[src/hdl/dpct_pkg.sv]
// ---------------------------------------------------------------------------
// dpct_pkg : shared definitions for the 2x2 dual-polarisation correlator tile
// Lane count, field widths, default precisions and the lane control bundle.
// ---------------------------------------------------------------------------
package dpct_pkg;

	// default precisions handed to the top level parameters
	localparam int SAMPLE_BITS_DEF = 16;
	localparam int ACC_BITS_DEF    = 48;

	// fixed field geometry
	localparam int STATION_BITS  = 64;
	localparam int LANE_BITS     = 16;
	localparam int OUT_BITS      = 48;
	localparam int NUM_STATIONS  = 4;
	localparam int NUM_LANES     = 16;
	localparam int LANE_IDX_BITS = $clog2(NUM_LANES);

	// lane index of the final visibility of a tile
	localparam logic [LANE_IDX_BITS-1:0] LAST_LANE = LANE_IDX_BITS'(NUM_LANES - 1);

	// pipeline control shared by every lane
	typedef struct packed {
		logic adv;     // all stages move one step
		logic acc_en;  // a valid sample sits in the sum stage
		logic clear;   // that sample closes the tile
	} lane_ctrl_t;

endpackage

[src/hdl/dpct_lane.sv]
// ---------------------------------------------------------------------------
// dpct_lane : one complex multiply-accumulate lane
// Accumulates p times conj(q) for one baseline and polarisation product.
// ---------------------------------------------------------------------------
module dpct_lane #(
	parameter int SAMPLE_BITS = dpct_pkg::SAMPLE_BITS_DEF,
	parameter int ACC_BITS    = dpct_pkg::ACC_BITS_DEF
) (
	input  logic                          clk,
	input  logic                          arst_n,
	input  dpct_pkg::lane_ctrl_t          ctrl,
	input  logic signed [SAMPLE_BITS-1:0] p_re,
	input  logic signed [SAMPLE_BITS-1:0] p_im,
	input  logic signed [SAMPLE_BITS-1:0] q_re,
	input  logic signed [SAMPLE_BITS-1:0] q_im,
	output logic signed [ACC_BITS-1:0]    snap_re,
	output logic signed [ACC_BITS-1:0]    snap_im
);

	localparam int PROD_BITS = 2 * SAMPLE_BITS;
	localparam int SUM_BITS  = PROD_BITS + 1;
	localparam int WIDE_BITS = (ACC_BITS > SUM_BITS) ? ACC_BITS : SUM_BITS;

	logic signed [PROD_BITS-1:0] rr_s1, ii_s1, ir_s1, ri_s1;
	logic signed [WIDE_BITS-1:0] sum_re_w, sum_im_w;
	logic signed [ACC_BITS-1:0]  sum_re_s2, sum_im_s2;
	logic signed [ACC_BITS-1:0]  acc_re_q, acc_im_q;

	// partial products
	always_ff @(posedge clk) begin
		if (ctrl.adv) begin
			rr_s1 <= p_re * q_re;
			ii_s1 <= p_im * q_im;
			ir_s1 <= p_im * q_re;
			ri_s1 <= p_re * q_im;
		end
	end

	// real and imaginary sums, wrapped to accumulator width
	assign sum_re_w = WIDE_BITS'(rr_s1) + WIDE_BITS'(ii_s1);
	assign sum_im_w = WIDE_BITS'(ir_s1) - WIDE_BITS'(ri_s1);

	always_ff @(posedge clk) begin
		if (ctrl.adv) begin
			sum_re_s2 <= sum_re_w[ACC_BITS-1:0];
			sum_im_s2 <= sum_im_w[ACC_BITS-1:0];
		end
	end

	// running total including the sample now in the sum stage
	assign snap_re = acc_re_q + sum_re_s2;
	assign snap_im = acc_im_q + sum_im_s2;

	// accumulator, restarts from zero after the tile's final sample
	always_ff @(posedge clk or negedge arst_n) begin
		if (!arst_n) begin
			acc_re_q <= '0;
			acc_im_q <= '0;
		end else if (ctrl.adv && ctrl.acc_en) begin
			acc_re_q <= ctrl.clear ? '0 : snap_re;
			acc_im_q <= ctrl.clear ? '0 : snap_im;
		end
	end

endmodule

[config.mk]
export PLATFORM = sky130hd
export DESIGN_NAME = dpct_lane
export DESIGN_NICKNAME = d
export VERILOG_FILES = /design/src/hdl/dpct_pkg.sv /design/src/hdl/dpct_lane.sv
export SDC_FILE = /design/constraint.sdc
export NUM_CORES = 2
export LEC_CHECK = 0
export BUFFER_PORTS_ARGS = -buffer_cell sky130_fd_sc_hd__buf_2
export CAP_MARGIN = 20
export CORE_ASPECT_RATIO = 0.5
export CORE_UTILIZATION = 60
export DETAILED_ROUTE_END_ITERATION = 10
export PLACE_DENSITY = 0.77
export SYNTH_ARGS = -nofsm -noshare
export SYNTH_HDL_FRONTEND = slang
export SYNTH_SLANG_ARGS = --single-unit
[constraint.sdc]
create_clock -name clk -period 3.6 [get_ports clk]
set_clock_uncertainty 0.15 [all_clocks]
set_input_delay 0.9 -clock clk [delete_from_list [all_inputs] [get_ports clk]]
set_output_delay 0.9 -clock clk [all_outputs]
set_load 0.005 [all_outputs]
==> summary.txt <==
Setup path
  • Crit-path slowest cell: fa_1
  • Crit. End Element: flop
  • CP required: 3780 ps
  • Critical path class: in2reg
  • Critical-path cell list: buf_8 > buf_12 > buf_8 > buf_4 > nand2_1 > fa_1 > inv_1 > fa_1 > fa_1 > fa_1 > fa_1 > inv_1 > fa_1 > inv_1 > ha_1 > a21o_1 > a21o_1 > a211oi_2 > o211ai_1 > nand2_1 > o2111ai_2 > a31oi_1 > o21bai_1 > xnor2_1
  • Critical Path AT: 6600 ps
  • Critical path buffers and inverters: 7
  • CP Max Fanout: 5
  • Stages on the worst setup path: 24
  • Reg2Reg Depth: 13
  • Top delay family on crit path: adder cells
  • Crit path launch type: input pin
  • CP most frequent cell: fa_1
  • Slowest stage delay, CP: 570 ps

Layout
  • Fill cells: 5789
  • Layout cell share with drive strength beyond 1: 27.88%
  • Finished Core Util: 78.68%
  • Finished Cell Area: 73570 um2
  • Synth-to-layout area growth: 29.10%
  • Total Nets Final: 8700

Floorplan
  • Core ar.: 93510 um2
  • Ports: 165
  • Die Area: 96290 um2
  • Starting Density: 60.94%
  • Core Rows: 79
  • Chip width: 437.8 um
  • Die Y: 219.9 um

Worst hold path
  • Hold/Removal Path Class: in2async

Route
  • Routed wire length: 174500 um
  • Post-route DRC: 16
  • Final antenna-violating net count: 0
  • Detailed-route wire length per cell: 20.83 um
  • Total number of vias: 47680
  • Length of the first detailed-routing pass in iterations: 11
  • Starting DRT DRC Count: 3534
  • Via density: 5.689

Logic synthesis
  • Post-synthesis register bit count: 290
  • Ys flop type: edfxtp_1
  • Post-synthesis cell type count: 92
  • Share of synthesized registers carrying an async set or reset: 33.10%
  • Post-synth EDFFs: 194
  • Sequential area share after synthesis: 14.44%
  • Mean Syn Cell Area: 9.494 um2
  • Mapped Nets: 7609
  • Mapped Area: 56980 um2
  • Syn. warnings: 0
  • Post-synthesis instance total: 6002

Timing
  • Final Hold Viols: 0
  • Final hold slack: 171.8 ps
  • Worst rel slew slack: 52.79%
  • Max Transition Viols Final: 0
  • Min Tclk post-route: 6418 ps
  • Fmax: 155.8 MHz
  • Setup WS post-layout: -2818 ps
  • Final setup viols: 198
  • RSZ-0062 raised after global routing: yes
  • Final Cycle Share: 178.3%
  • Worst slew pin tran: 708.1 ps

GRT
  • First-pass GRT wire length: 270700 um
  • Vias in the first global route: 51470
  • GR Util All Layers: 36.17%
  • Antenna violations before repair: 21
  • Total grt overflow: 0
  • Largest net degree at the start of global routing: 96

CTS
  • Hold buffer count at CTS: 0
  • TritonCTS clock tree: yes
  • H-tree Lvls: 2
  • Clock sink count: 290
  • Root buf cell: clkbuf_16
  • Num CTS Buffers: 34
  • Clock slew at reported path FFs: 60 ps
  • Clock network latency to the later pin of the worst-skew pair: 590 ps
  • CTS max path bufs: 3

Status
  • Status: complete, but fails checks
  • Failing checks: DRC, setup timing

Placement
  • Placed inst area: 67800 um2
  • Pre-CTS setup slack: -3627 ps
  • Port Buf Inserts: 164
  • Post-DP HPWL: 136300 um
  • Routability cong.: 0.9909

Job
  • Max Cap Violations: 0
[Yosys cell counts, types with 5 or more instances]
library cell | instances | area, um2
a211o_1 | 7 | 61.31
a211oi_1 | 19 | 142.6
a21boi_0 | 9 | 67.56
a21o_1 | 144 | 1081
a21oi_1 | 226 | 1131
a221oi_1 | 5 | 43.79
a22o_1 | 87 | 762.0
a311oi_1 | 8 | 70.07
a31o_2 | 7 | 61.31
a31oi_1 | 24 | 150.1
a41oi_1 | 5 | 43.79
and2_1 | 517 | 3234
and3_1 | 20 | 125.1
and4_1 | 5 | 43.79
buf_2 | 7 | 35.03
clkbuf_1 | 230 | 863.3
dfrtp_1 | 96 | 2402
edfxtp_1 | 194 | 5826
fa_1 | 1052 | 21060
ha_1 | 486 | 6081
inv_1 | 1234 | 4632
nand2_1 | 603 | 2263
nand2b_1 | 59 | 369.1
nand3_1 | 50 | 250.2
nand4_1 | 26 | 162.7
nor2_1 | 180 | 675.7
nor2b_1 | 27 | 168.9
nor3_1 | 43 | 215.2
nor4_1 | 5 | 31.28
o2111ai_1 | 5 | 43.79
o211ai_1 | 22 | 165.2
o21a_1 | 30 | 225.2
o21ai_0 | 126 | 630.6
o21ai_1 | 7 | 35.03
o21bai_1 | 44 | 330.3
o31a_1 | 5 | 43.79
o31ai_1 | 15 | 112.6
or3_1 | 11 | 68.82
xnor2_1 | 195 | 1708
xor2_1 | 77 | 674.4
[sequential cells by signal (all words and copies together) (netlist names)]
name,flops
ii_s1,32
ri_s1,32
acc_im_q,48
ir_s1,32
sum_im_s2,33
acc_re_q,48
sum_re_s2,33
rr_s1,32
[path summary, 6_finish.rpt]
| kind | from | end | slack, ps |
|---|---|---|---|
| max reg2reg | rr_s1[0] | sum_re_s2[30] | -190 |
| max in group asynchronous | arst_n | acc_im_q[47] | 2440 |
| min in group clk | acc_re_q[0] | acc_re_q[0] | 350 |
| max | q_im[7] | ii_s1[31] | -2820 |
| min reg2reg | acc_re_q[0] | acc_re_q[0] | 350 |
| min | arst_n | acc_re_q[23] | 170 |
[cell type report]
class	instances	area, um2	share of cell area, %
clock buffer	36	858.3	1.167
antenna	6	15.01	0.02041
tap	1255	1570	2.134
inverter	1235	4647	6.316
multi-input combinational	4235	46520	63.23
clock inverter	26	291.5	0.3963
timing repair buffer	1297	11440	15.55
sequential	290	8228	11.18
[what timing repair did]
| item | CTS | global route |
|---|---|---|
| pin swaps | 290 | 219 |
| gates cloned | 11 | 5 |
| resized for setup | 556 | 237 |
| buffers inserted | 138 | 50 |
| hold endpoints to repair | 0 | 0 |
| endpoints found under the setup margin | 198 | 205 |
[worst register-to-register path: cells and delay by family (launching register included)]
| kind | cells | cell delay [ps] |
|---|---|---|
| fa+ha+maj | 2 | 450 |
| buf+inv | 1 | 80 |
| compound gates | 9 | 2440 |
| flops | 1 | 370 |
| simple gates | 1 | 70 |
[layout by cell type (no fill, tap or decap), types with 96 or more instances in the layout]
cell,Yosys,layout
xnor2_1,195,163
a21oi_1,226,163
buf_2,7,106
buf_6,3,121
buf_4,1,947
a21o_1,144,144
fa_1,1052,989
nor2_1,180,156
and2_1,517,437
nand2_1,603,569
dfrtp_1,96,96
ha_1,486,393
inv_1,1234,1156
edfxtp_1,194,194
[metrics by stage]
stage,TNS [ps],instances
after global placement,-309870,8178
final,-275370,8380
after detailed placement,-318670,8178
after global routing,-300640,8378
after floorplan,-216720,6002
after CTS,-270560,8340
[layer usage]
layer	wire, um	vias up	track usage, %
met5	96	-	0
met4	6791	12	12.73
met3	16800	484	8.535
met2	82080	1995	59.26
met1	68780	24240	47.27
li1	-	20950	-
[logic make-up after synthesis]
family,Yosys count,share of synthesized area (%)
buffers and inverters,1477,9.791
and+or+nand+nor,1572,13.77
muxes,4,0.07465
adders and majority gates,1538,47.63
AOI/OAI and AO/OA,848,10.09
xor gates and xnor gates,273,4.209
DFF,290,14.44
Power is left out: the tool's default activity adds up to more than one toggle a clock period on the data nets, which glitch-free logic cannot reach.
